--- src/vcu_pkg.sv ---
// ----------------------------------------------------------------------------
// vcu_pkg: shared definitions for the vector clock unit
// Operation, status and register codes, queue depths and the item structures
// that pass between the front end, the back end and the result queue.
// ----------------------------------------------------------------------------
package vcu_pkg;

    // Operation codes carried by an input item.
    localparam logic [1:0] OP_TICK    = 2'd0;
    localparam logic [1:0] OP_MERGE   = 2'd1;
    localparam logic [1:0] OP_COMPARE = 2'd2;
    localparam logic [1:0] OP_READ    = 2'd3;

    // Result status codes.
    localparam logic [2:0] ST_OK            = 3'd0;
    localparam logic [2:0] ST_EQUAL         = 3'd1;
    localparam logic [2:0] ST_LOCAL_AFTER   = 3'd2;
    localparam logic [2:0] ST_LOCAL_BEFORE  = 3'd3;
    localparam logic [2:0] ST_CONCURRENT    = 3'd4;
    localparam logic [2:0] ST_SIZE_MISMATCH = 3'd5;
    localparam logic [2:0] ST_BAD_INDEX     = 3'd6;

    // Configuration register indexes.
    localparam logic CFG_VECTOR_SIZE = 1'b0;
    localparam logic CFG_OWNER_INDEX = 1'b1;

    // Depth of the command queue and of the result queue.
    localparam int QUEUE_DEPTH  = 2;
    localparam int RESULT_DEPTH = 2;
    localparam int RCOUNT_W     = $clog2(RESULT_DEPTH + 1);

    // One decoded item waiting for the back end.
    typedef struct packed {
        logic [1:0]  operation;
        logic [31:0] remote_value;
        logic        last;
        logic [3:0]  read_index;
    } cmd_t;

    // One result item.
    typedef struct packed {
        logic [2:0]  status;
        logic [31:0] value;
    } result_t;

endpackage

--- src/vcu_fifo.sv ---
// ----------------------------------------------------------------------------
// vcu_fifo: small first-in first-out queue
// Register-based queue with valid/ready on both sides and an occupancy count.
// ----------------------------------------------------------------------------
module vcu_fifo #(
    parameter int WIDTH = 8,
    parameter int DEPTH = 2
) (
    input  logic                       aclk,
    input  logic                       aresetn,
    input  logic                       in_valid,
    output logic                       in_ready,
    input  logic [WIDTH-1:0]           in_data,
    output logic                       out_valid,
    input  logic                       out_ready,
    output logic [WIDTH-1:0]           out_data,
    output logic [$clog2(DEPTH+1)-1:0] count
);
    localparam int PW  = $clog2(DEPTH);
    localparam int CNW = $clog2(DEPTH + 1);

    logic [WIDTH-1:0] slot_reg [DEPTH];
    logic [PW-1:0]    wr_ptr_reg, wr_ptr_next;
    logic [PW-1:0]    rd_ptr_reg, rd_ptr_next;
    logic [CNW-1:0]   count_reg, count_next;
    logic             push, pop;

    assign in_ready  = (count_reg != CNW'(DEPTH));
    assign out_valid = (count_reg != '0);
    assign out_data  = slot_reg[rd_ptr_reg];
    assign count     = count_reg;
    assign push      = in_valid && in_ready;
    assign pop       = out_valid && out_ready;

    always_comb begin
        wr_ptr_next = wr_ptr_reg;
        rd_ptr_next = rd_ptr_reg;
        if (push) begin
            wr_ptr_next = (wr_ptr_reg == PW'(DEPTH - 1)) ? '0 : wr_ptr_reg + 1'b1;
        end
        if (pop) begin
            rd_ptr_next = (rd_ptr_reg == PW'(DEPTH - 1)) ? '0 : rd_ptr_reg + 1'b1;
        end
        count_next = count_reg + CNW'(push) - CNW'(pop);
    end

    always_ff @(posedge aclk) begin
        if (!aresetn) begin
            wr_ptr_reg <= '0;
            rd_ptr_reg <= '0;
            count_reg  <= '0;
        end else begin
            wr_ptr_reg <= wr_ptr_next;
            rd_ptr_reg <= rd_ptr_next;
            count_reg  <= count_next;
        end
    end

    always_ff @(posedge aclk) begin
        if (push) begin
            slot_reg[wr_ptr_reg] <= in_data;
        end
    end

endmodule

--- src/vcu_front.sv ---
// ----------------------------------------------------------------------------
// vcu_front: input side of the vector clock unit
// Accepts items, clamps the remote element to the counter range and queues
// the decoded command for the back end.
// ----------------------------------------------------------------------------
module vcu_front #(
    parameter int COUNTER_BITS = 32
) (
    input  logic          aclk,
    input  logic          aresetn,
    input  logic          s_valid,
    output logic          s_ready,
    input  logic [1:0]    s_operation,
    input  logic [31:0]   s_remote_value,
    input  logic          s_last,
    input  logic [3:0]    s_read_index,
    input  logic          q_pop,
    output logic          q_valid,
    output vcu_pkg::cmd_t q_data
);
    import vcu_pkg::*;

    // Largest counter value, seen through the 32-bit element field.
    localparam logic [31:0] SAT_LIMIT = (COUNTER_BITS >= 32) ? 32'hFFFF_FFFF
                                      : 32'((64'd1 << COUNTER_BITS) - 64'd1);

    cmd_t cmd_in;

    always_comb begin
        cmd_in.operation    = s_operation;
        cmd_in.remote_value = (s_remote_value > SAT_LIMIT) ? SAT_LIMIT : s_remote_value;
        cmd_in.last         = s_last;
        cmd_in.read_index   = s_read_index;
    end

    vcu_fifo #(
        .WIDTH ($bits(cmd_t)),
        .DEPTH (QUEUE_DEPTH)
    ) u_cmd_queue (
        .aclk      (aclk),
        .aresetn   (aresetn),
        .in_valid  (s_valid),
        .in_ready  (s_ready),
        .in_data   (cmd_in),
        .out_valid (q_valid),
        .out_ready (q_pop),
        .out_data  (q_data),
        .count     ()
    );

endmodule

--- src/vcu_back.sv ---
// ----------------------------------------------------------------------------
// vcu_back: execution side of the vector clock unit
// Two-stage pipeline around the local clock memory: the issue stage tracks
// the open run and addresses the memories, the execute stage does the compare,
// maximum or increment and writes back. A committed merge sweeps the merge buffer
// into the local clock one entry per cycle while the result queue has room.
// ----------------------------------------------------------------------------
module vcu_back #(
    parameter int MAX_PROCESSES = 16,
    parameter int COUNTER_BITS  = 32
) (
    input  logic                         aclk,
    input  logic                         aresetn,
    input  logic [4:0]                   vector_size,
    input  logic [3:0]                   owner_index,
    input  logic                         q_valid,
    input  vcu_pkg::cmd_t                q_data,
    output logic                         q_pop,
    input  logic [vcu_pkg::RCOUNT_W-1:0] res_count,
    input  logic                         res_pop,
    output logic                         res_push,
    output vcu_pkg::result_t             res_data
);
    import vcu_pkg::*;

    localparam int AW   = $clog2(MAX_PROCESSES);
    localparam int CW   = $clog2(MAX_PROCESSES + 2);
    localparam int SW   = (CW > 5) ? CW : 5;
    localparam int CNTW = COUNTER_BITS;

    localparam logic [SW-1:0]   MAX_S   = SW'(MAX_PROCESSES);
    localparam logic [CW-1:0]   MAX_C   = CW'(MAX_PROCESSES);
    localparam logic [CNTW-1:0] CNT_MAX = '1;

    localparam logic [1:0] RUN_NONE    = 2'd0;
    localparam logic [1:0] RUN_MERGE   = 2'd1;
    localparam logic [1:0] RUN_COMPARE = 2'd2;

    // Run state, owned by the issue stage.
    logic [1:0]    run_kind_reg, run_kind_next;
    logic [CW-1:0] seen_reg, seen_next;
    logic          sweep_reg, sweep_next;
    logic [AW-1:0] sweep_idx_reg, sweep_idx_next;

    // Compare flags, owned by the execute stage.
    logic less_reg, less_next;
    logic greater_reg, greater_next;

    // Execute stage registers.
    logic            b_valid_reg, b_sweep_reg, b_err_reg, b_last_reg;
    logic            b_mismatch_reg, b_fresh_reg, b_cmp_reg;
    logic [1:0]      b_op_reg;
    logic [CNTW-1:0] b_value_reg;
    logic [AW-1:0]   b_addr_reg;

    // Memories.
    logic [CNTW-1:0]          clk_mem [MAX_PROCESSES];
    logic [MAX_PROCESSES-1:0] clk_valid_reg;
    logic [CNTW-1:0]          clk_rd_reg;
    logic [CNTW-1:0]          buf_mem [MAX_PROCESSES];
    logic [CNTW-1:0]          buf_rd_reg;

    // Issue stage signals.
    logic [SW-1:0]       size_s;
    logic [RCOUNT_W:0]   fill_next;
    logic                room, issue_item, issue_sweep;
    logic [AW-1:0]       raddr;
    logic                a_err, a_fresh, a_cmp, a_mismatch;
    logic                buf_we;
    logic [1:0]          kind;
    logic                fresh;
    logic [CW-1:0]       seen_a, seen_inc;

    // Execute stage signals.
    logic            clk_we;
    logic [CNTW-1:0] clk_wdata, tick_val;
    logic            base_less, base_greater, new_less, new_greater;

    assign size_s = (SW'(vector_size) > MAX_S) ? MAX_S : SW'(vector_size);

    // Only issue when the result queue is sure to have a free slot for
    // whatever the execute stage produces next cycle.
    assign fill_next = {1'b0, res_count} + (RCOUNT_W + 1)'(b_valid_reg)
                     - (RCOUNT_W + 1)'(res_pop);
    assign room        = fill_next < (RCOUNT_W + 1)'(RESULT_DEPTH);
    assign issue_item  = !sweep_reg && q_valid && room;
    assign issue_sweep = sweep_reg && room;
    assign q_pop       = issue_item;

    assign kind     = (q_data.operation == OP_MERGE) ? RUN_MERGE : RUN_COMPARE;
    assign fresh    = (run_kind_reg != kind);
    assign seen_a   = fresh ? '0 : seen_reg;
    assign seen_inc = (seen_a <= MAX_C) ? seen_a + 1'b1 : seen_a;

    always_comb begin
        run_kind_next  = run_kind_reg;
        seen_next      = seen_reg;
        sweep_next     = sweep_reg;
        sweep_idx_next = sweep_idx_reg;
        raddr          = sweep_idx_reg;
        a_err          = 1'b0;
        a_fresh        = 1'b0;
        a_cmp          = 1'b0;
        a_mismatch     = 1'b0;
        buf_we         = 1'b0;
        if (issue_sweep) begin
            sweep_idx_next = sweep_idx_reg + 1'b1;
            if (SW'(sweep_idx_reg) + SW'(1) == size_s) begin
                sweep_next = 1'b0;
            end
        end else if (issue_item) begin
            unique case (q_data.operation)
                OP_TICK: begin
                    raddr = AW'(owner_index);
                    a_err = (SW'(owner_index) >= size_s);
                end
                OP_READ: begin
                    raddr = AW'(q_data.read_index);
                    a_err = (SW'(q_data.read_index) >= size_s);
                end
                OP_MERGE, OP_COMPARE: begin
                    raddr   = AW'(seen_a);
                    a_fresh = fresh;
                    a_cmp   = (kind == RUN_COMPARE) && (SW'(seen_a) < size_s);
                    buf_we  = (kind == RUN_MERGE) && (seen_a < MAX_C);
                    if (q_data.last) begin
                        run_kind_next = RUN_NONE;
                        seen_next     = '0;
                        a_mismatch    = (SW'(seen_inc) != size_s);
                        if ((kind == RUN_MERGE) && (SW'(seen_inc) == size_s)) begin
                            sweep_next     = 1'b1;
                            sweep_idx_next = '0;
                        end
                    end else begin
                        run_kind_next = kind;
                        seen_next     = seen_inc;
                    end
                end
            endcase
        end
    end

    always_ff @(posedge aclk) begin
        if (!aresetn) begin
            run_kind_reg  <= RUN_NONE;
            seen_reg      <= '0;
            sweep_reg     <= 1'b0;
            sweep_idx_reg <= '0;
            less_reg      <= 1'b0;
            greater_reg   <= 1'b0;
            b_valid_reg   <= 1'b0;
        end else begin
            run_kind_reg  <= run_kind_next;
            seen_reg      <= seen_next;
            sweep_reg     <= sweep_next;
            sweep_idx_reg <= sweep_idx_next;
            less_reg      <= less_next;
            greater_reg   <= greater_next;
            b_valid_reg   <= issue_item || issue_sweep;
        end
    end

    always_ff @(posedge aclk) begin
        b_sweep_reg    <= issue_sweep;
        b_op_reg       <= q_data.operation;
        b_err_reg      <= a_err;
        b_last_reg     <= q_data.last;
        b_mismatch_reg <= a_mismatch;
        b_fresh_reg    <= a_fresh;
        b_cmp_reg      <= a_cmp;
        b_value_reg    <= CNTW'(q_data.remote_value);
        b_addr_reg     <= raddr;
    end

    // Local clock: one write and one registered read per cycle. A write to
    // the entry being read is passed straight to the read register, and an
    // entry not yet written since reset reads as zero.
    always_ff @(posedge aclk) begin
        if (clk_we) begin
            clk_mem[b_addr_reg] <= clk_wdata;
        end
        if (clk_we && (b_addr_reg == raddr)) begin
            clk_rd_reg <= clk_wdata;
        end else if (clk_valid_reg[raddr]) begin
            clk_rd_reg <= clk_mem[raddr];
        end else begin
            clk_rd_reg <= '0;
        end
    end

    always_ff @(posedge aclk) begin
        if (!aresetn) begin
            clk_valid_reg <= '0;
        end else if (clk_we) begin
            clk_valid_reg[b_addr_reg] <= 1'b1;
        end
    end

    // Merge buffer: written by the issue stage, read by the sweep.
    always_ff @(posedge aclk) begin
        if (buf_we) begin
            buf_mem[AW'(seen_a)] <= CNTW'(q_data.remote_value);
        end
        buf_rd_reg <= buf_mem[sweep_idx_reg];
    end

    assign base_less    = b_fresh_reg ? 1'b0 : less_reg;
    assign base_greater = b_fresh_reg ? 1'b0 : greater_reg;
    assign new_less     = base_less || (b_cmp_reg && (clk_rd_reg < b_value_reg));
    assign new_greater  = base_greater || (b_cmp_reg && (clk_rd_reg > b_value_reg));
    assign tick_val     = (clk_rd_reg == CNT_MAX) ? clk_rd_reg : clk_rd_reg + 1'b1;

    always_comb begin
        clk_we         = 1'b0;
        clk_wdata      = tick_val;
        res_push       = 1'b0;
        res_data       = '{status: ST_OK, value: 32'd0};
        less_next      = less_reg;
        greater_next   = greater_reg;
        if (b_valid_reg) begin
            if (b_sweep_reg) begin
                clk_we    = 1'b1;
                clk_wdata = (buf_rd_reg > clk_rd_reg) ? buf_rd_reg : clk_rd_reg;
            end else begin
                unique case (b_op_reg)
                    OP_TICK: begin
                        res_push = 1'b1;
                        if (b_err_reg) begin
                            res_data.status = ST_BAD_INDEX;
                        end else begin
                            clk_we         = 1'b1;
                            res_data.value = 32'(tick_val);
                        end
                    end
                    OP_READ: begin
                        res_push = 1'b1;
                        if (b_err_reg) begin
                            res_data.status = ST_BAD_INDEX;
                        end else begin
                            res_data.value = 32'(clk_rd_reg);
                        end
                    end
                    OP_MERGE, OP_COMPARE: begin
                        if (b_last_reg) begin
                            res_push     = 1'b1;
                            less_next    = 1'b0;
                            greater_next = 1'b0;
                            priority if (b_mismatch_reg) begin
                                res_data.status = ST_SIZE_MISMATCH;
                            end else if (b_op_reg == OP_MERGE) begin
                                res_data.status = ST_OK;
                            end else if (!new_less && !new_greater) begin
                                res_data.status = ST_EQUAL;
                            end else if (!new_less) begin
                                res_data.status = ST_LOCAL_AFTER;
                            end else if (!new_greater) begin
                                res_data.status = ST_LOCAL_BEFORE;
                            end else begin
                                res_data.status = ST_CONCURRENT;
                            end
                        end else begin
                            less_next    = new_less;
                            greater_next = new_greater;
                        end
                    end
                endcase
            end
        end
    end

endmodule

--- src/vector_clock_unit_core.sv ---
// ----------------------------------------------------------------------------
// vector_clock_unit_core: local vector clock of one process
// Tick, read, merge and compare of a vector clock, with the remote vector
// streamed in one element per item.
// ----------------------------------------------------------------------------
//
//  Channel  Direction  Handshake          Payload
//  s_       in         s_valid / s_ready  s_operation, s_remote_value, s_last,
//                                          s_read_index
//  m_       out        m_valid / m_ready  m_status, m_value
//  cfg_     in         cfg_we             cfg_index, cfg_data
//
// One item is taken per cycle while no sweep runs and the result queue has
// room. A merge whose size matches adds a sweep of the first vector_size
// entries, one local clock entry per cycle while the result queue has room,
// through the single write port of the local clock memory; no item leaves the
// command queue during the sweep. Reset clears the local clock at once through
// per-entry valid bits, so no clearing pass follows reset. Input and output
// stall independently: a two-entry command queue and a two-entry result queue
// part them.
module vector_clock_unit_core #(
    parameter int MAX_PROCESSES = 16,
    parameter int COUNTER_BITS  = 32
) (
    input  logic        aclk,
    input  logic        aresetn,
    // Configuration writes.
    input  logic        cfg_we,
    input  logic [0:0]  cfg_index,
    input  logic [4:0]  cfg_data,
    // Input items.
    input  logic        s_valid,
    output logic        s_ready,
    input  logic [1:0]  s_operation,
    input  logic [31:0] s_remote_value,
    input  logic        s_last,
    input  logic [3:0]  s_read_index,
    // Result items.
    output logic        m_valid,
    input  logic        m_ready,
    output logic [2:0]  m_status,
    output logic [31:0] m_value
);
    import vcu_pkg::*;

    // Configuration registers: vector_size resets to sixteen entries in use.
    logic [4:0] vector_size_reg;
    logic [3:0] owner_index_reg;

    cmd_t                q_data;
    logic                q_valid, q_pop;
    result_t             res_in, res_out;
    logic                res_push;
    logic [RCOUNT_W-1:0] res_count;

    always_ff @(posedge aclk) begin
        if (!aresetn) begin
            vector_size_reg <= 5'd16;
            owner_index_reg <= 4'd0;
        end else if (cfg_we) begin
            unique case (cfg_index)
                CFG_VECTOR_SIZE: vector_size_reg <= cfg_data;
                CFG_OWNER_INDEX: owner_index_reg <= cfg_data[3:0];
            endcase
        end
    end

    // The front end accepts and clamps each item and queues it.
    vcu_front #(
        .COUNTER_BITS (COUNTER_BITS)
    ) u_front (
        .aclk           (aclk),
        .aresetn        (aresetn),
        .s_valid        (s_valid),
        .s_ready        (s_ready),
        .s_operation    (s_operation),
        .s_remote_value (s_remote_value),
        .s_last         (s_last),
        .s_read_index   (s_read_index),
        .q_pop          (q_pop),
        .q_valid        (q_valid),
        .q_data         (q_data)
    );

    // The back end runs the clock operations. It only issues an item when
    // the result queue is certain to take its result, so it never stalls
    // mid-pipeline.
    vcu_back #(
        .MAX_PROCESSES (MAX_PROCESSES),
        .COUNTER_BITS  (COUNTER_BITS)
    ) u_back (
        .aclk        (aclk),
        .aresetn     (aresetn),
        .vector_size (vector_size_reg),
        .owner_index (owner_index_reg),
        .q_valid     (q_valid),
        .q_data      (q_data),
        .q_pop       (q_pop),
        .res_count   (res_count),
        .res_pop     (m_valid && m_ready),
        .res_push    (res_push),
        .res_data    (res_in)
    );

    // Result queue acting as the output register.
    vcu_fifo #(
        .WIDTH ($bits(result_t)),
        .DEPTH (RESULT_DEPTH)
    ) u_result_queue (
        .aclk      (aclk),
        .aresetn   (aresetn),
        .in_valid  (res_push),
        .in_ready  (),
        .in_data   (res_in),
        .out_valid (m_valid),
        .out_ready (m_ready),
        .out_data  (res_out),
        .count     (res_count)
    );

    assign m_status = res_out.status;
    assign m_value  = res_out.value;

endmodule

--- config.mk ---
export PLATFORM = sky130hd
export DESIGN_NAME = vector_clock_unit_core
export DESIGN_NICKNAME = d
export VERILOG_FILES = /design/src/vcu_pkg.sv /design/src/vcu_fifo.sv /design/src/vcu_front.sv /design/src/vcu_back.sv /design/src/vector_clock_unit_core.sv
export SDC_FILE = /design/constraint.sdc
export NUM_CORES = 2
export LEC_CHECK = 0
export ABC_AREA = 1
export BUFFER_PORTS_ARGS = -buffer_cell sky130_fd_sc_hd__buf_4
export CORE_UTILIZATION = 59
export CTS_BUF_LIST = sky130_fd_sc_hd__clkbuf_8
export CTS_CLUSTER_SIZE = 16
export DETAILED_ROUTE_END_ITERATION = 10
export GPL_TIMING_DRIVEN = 0
export PLACE_DENSITY_LB_ADDON = 0.12
export SYNTH_ARGS = -nofsm -noshare
export SYNTH_HDL_FRONTEND = slang
export SYNTH_SLANG_ARGS = --single-unit
--- constraint.sdc ---
create_clock -name aclk -period 5.7 [get_ports aclk]
set_clock_uncertainty 0.2 [all_clocks]
set_input_delay 0 -clock aclk [delete_from_list [all_inputs] [get_ports aclk]]
set_output_delay 0 -clock aclk [all_outputs]
set_load 0.01 [all_outputs]
==> impl_metrics.ini <==
[place]
dp.cells = 6204
globalplace.congestion = 0.995
dp_hpwl_um = 118000
postPlaceCellArea_mm2 = 0.0591
port_buffers = 86

[worst_hold_path]
hold_class = in -> reg

[floorplanning]
fp.dieH_um = 310
core-area_mm2 = 0.0935
die_x_um = 310
start_util_pct = 59.7
io_pins = 87
rows = 112
die_area_mm2 = 0.0958

[critical_path]
worst-setup-path-type = reg -> reg
endpoint_kind = flop
crit_path_start_kind = flop
crit_fanout = 10
cp.arrival_ps = 5500
critPathRequiredTime_ps = 6280

[cts]
h-tree-depth = 4
cts_root_buf = clkbuf_8
numCtsBuffers = 207
path_clk_slew_ps = 60
insertion_delay_ps = 910
clockBufferDepth = 3
cts.sinks = 1330
cts_tree = built
cts-resized-gates = 0

[logic_synthesis]
synth_cell_types = 52
synth_nets = 4974
ys_seq_area_share_pct = 68.7
ys.flop_type = edfxtp_1
synth_edf_count = 1172
async_reset_ff_share_pct = 0
synthCells = 4826
yosysWarningCount = 0
syn_area_per_cell_um2 = 11.6
synth_area_mm2 = 0.0558
ys_seq_elements = 1330

[power]
powerDensity_mw_per_mm2 = 406
p_int_w = 0.0173
power_leakage_nw = 23.4
ir_worst_vdd_mv = 0.354
sw_frac_of_total_pct = 33.8
p_comb_share_pct = 25.1
p_clk_share_pct = 29.5
p_sw_w = 0.00880
p_seq_share_pct = 45.3

[cells_and_area]
drive_gt1_share_pct = 11.5
synthToLayoutAreaGrowth_pct = 15.1
fin_area_mm2 = 0.0643
fin_cells = 6700
fin_nets = 5418

[timing]
relSlewSlack_pct = 29.1
tns_ps = 0
setup_viol_count_final = 0
tightest_slew_ps = 1060
slew_viol_final = 0
fmax_mhz = 203
hold_viol = 0
min_period_ps = 4920
grt_setup_unrepaired = no
fin_crit_sh_pct = 86.2
hold_ws_ps = 102

[routing]
routed_wl_um = 171000
dr.pass1.iters = 6
antenna_left = 0
drcViolationCount = 0
vias = 40900
wire_per_inst_um = 25.6
drt-initial-drc-count = 5165
vias_per_cell = 6.10

[global_route]
antenna_found_initial = 4
grt_usage_pct = 35.9
grt_pass1_wl_um = 249000
first_global_vias = 39500
grt_max_degree = 33
overflow = 0

[run_status]
status = finished clean

[run]
cap_violations = 0
## area by class of cell
| cell class | count | area [um^2] |
|---|---|---|
| sequential | 1330 | 38400 |
| clock buffer | 242 | 3330 |
| antenna | 2 | 5.00 |
| tap | 1254 | 1570 |
| fill | 6792 | 29200 |
| multi-input combinational | 3014 | 15700 |
| buffer | 297 | 1400 |
| timing repair buffer | 235 | 2580 |
| inverter | 185 | 694 |
| clock inverter | 141 | 667 |
## routing by layer
layer | part of all wire, % | vias to the layer above | GRT usage, %
met5 | 0.0099 | - | 0
met4 | 6.4 | 2 | 21.7
met3 | 9.2 | 556 | 6.08
met2 | 48 | 2453 | 58.9
met1 | 37 | 19600 | 44.9
li1 | - | 18300 | -
## path summary, 6_finish.rpt
| path | startpoint | end | slack, ps | cells after the start |
|---|---|---|---|---|
| setup / recovery | flop | u_back.clk_rd_reg[10]$_DFF_P_ | 780 | 23 |
| hold / removal | s_valid | u_front.u_cmd_queue.slot_reg[0][3]$_DFFE_PP_ | 100 | 4 |
| setup reg to reg | flop | u_back.clk_rd_reg[10]$_DFF_P_ | 780 | 23 |
| hold reg to reg | u_result_queue.rd_ptr_reg$_SDFFE_PN0P_ | u_result_queue.rd_ptr_reg$_SDFFE_PN0P_ | 250 | 1 |
## stage by stage
step	setup WS, ps	utilization, %	total power, W
finish	785	68.7	0.0261
detailed placement	941	63.3	0.0183
CTS	938	68.7	0.0259
global route	641	68.7	0.0270
floorplan	1070	-	0.0156
global placement	-1380	62.1	0.0181
## cells in the mapped netlist, types with 2 or more instances
cell | instances | area [um^2]
buf_4 | 24 | 180
or2_2 | 9 | 56.3
o211ai_1 | 42 | 315
nand3_1 | 870 | 4350
mux2_2 | 35 | 394
buf_6 | 11 | 124
a31oi_1 | 3 | 18.8
edfxtp_1 | 1172 | 35200
a211oi_1 | 2 | 15.0
xnor2_1 | 3 | 26.3
nor2_1 | 426 | 1600
ha_1 | 97 | 1210
inv_2 | 10 | 37.5
buf_2 | 89 | 445
inv_1 | 172 | 646
nand2_1 | 837 | 3140
buf_1 | 14 | 52.6
a22oi_1 | 8 | 60.1
xor2_1 | 31 | 272
clkinv_1 | 3 | 11.3
nor4_1 | 9 | 56.3
nor2_4 | 4 | 45.0
o21a_1 | 7 | 52.6
o221ai_1 | 96 | 841
or2_1 | 2 | 12.5
nand4_1 | 13 | 81.3
o21ai_0 | 289 | 1450
nor3_1 | 22 | 110
clkbuf_1 | 159 | 597
o22ai_1 | 35 | 219
dfxtp_1 | 158 | 3160
o21ai_1 | 4 | 20.0
and2_1 | 28 | 175
nand3b_1 | 7 | 52.6
a21oi_1 | 113 | 566
nand2_2 | 5 | 31.3
a21boi_0 | 2 | 15.0
## timing repair
action,CTS,global route
hold buffers,111,0
endpoints found under the hold margin,207,0
buffers inserted,0,0
## power by group through the flow
stage / Combinational [W] / Clock, W / Sequential (W)
floorplan: 0.00379 / 0 / 0.0118
global placement: 0.00608 / 0 / 0.0120
detailed placement: 0.00632 / 0 / 0.0120
CTS: 0.00640 / 0.00771 / 0.0118
global route: 0.00701 / 0.00813 / 0.0118
finish: 0.00655 / 0.00769 / 0.0118
## cells by family after synthesis
kind of cell / count (synthesis) / synth area share (%)
and+or+nand+nor: 2238 / 17.5
adders and majority gates: 98 / 2.21
DFF: 1330 / 68.7
AOI/OAI and AO/OA: 609 / 6.53
xor gates and xnor gates: 34 / 0.534
muxes: 35 / 0.706
buffers and inverters: 482 / 3.75
## cell usage in the layout, fill, tap and decap left out, types with 35 or more instances in the layout
cell type / netlist / final
inv_1: 172 / 256
dlygate4sd3_1: 0 / 111
ha_1: 97 / 97
buf_4: 24 / 110
mux2_2: 35 / 35
a21oi_1: 113 / 113
o22ai_1: 35 / 35
nand3_1: 870 / 870
clkbuf_8: 0 / 242
dfxtp_1: 158 / 158
o211ai_1: 42 / 42
nand2_1: 837 / 837
o21ai_0: 289 / 289
nor2_4: 4 / 39
clkbuf_1: 159 / 159
edfxtp_1: 1172 / 1172
o221ai_1: 96 / 96
buf_2: 89 / 89
nor2_1: 426 / 391
## critical path, cell delays in order (launching register included)
cell and delay (ps):
dfxtp_1 410, inv_2 60, buf_2 210, or2_2 290, o21ai_0 260, inv_1 200
ha_1 340, inv_2 150, nand2_1 80, nand2_2 120, nand2_8 100, nor2_2 250
nand2_1 80, nand2_1 130, a21oi_4 130, inv_2 260, clkbuf_1 680, nand3_1 190
nand3_1 140, nand2_1 80, nand2_1 60, nand2_1 170, nand3_1 150, nand2_1 50
(Power assumes the default switching activity.)
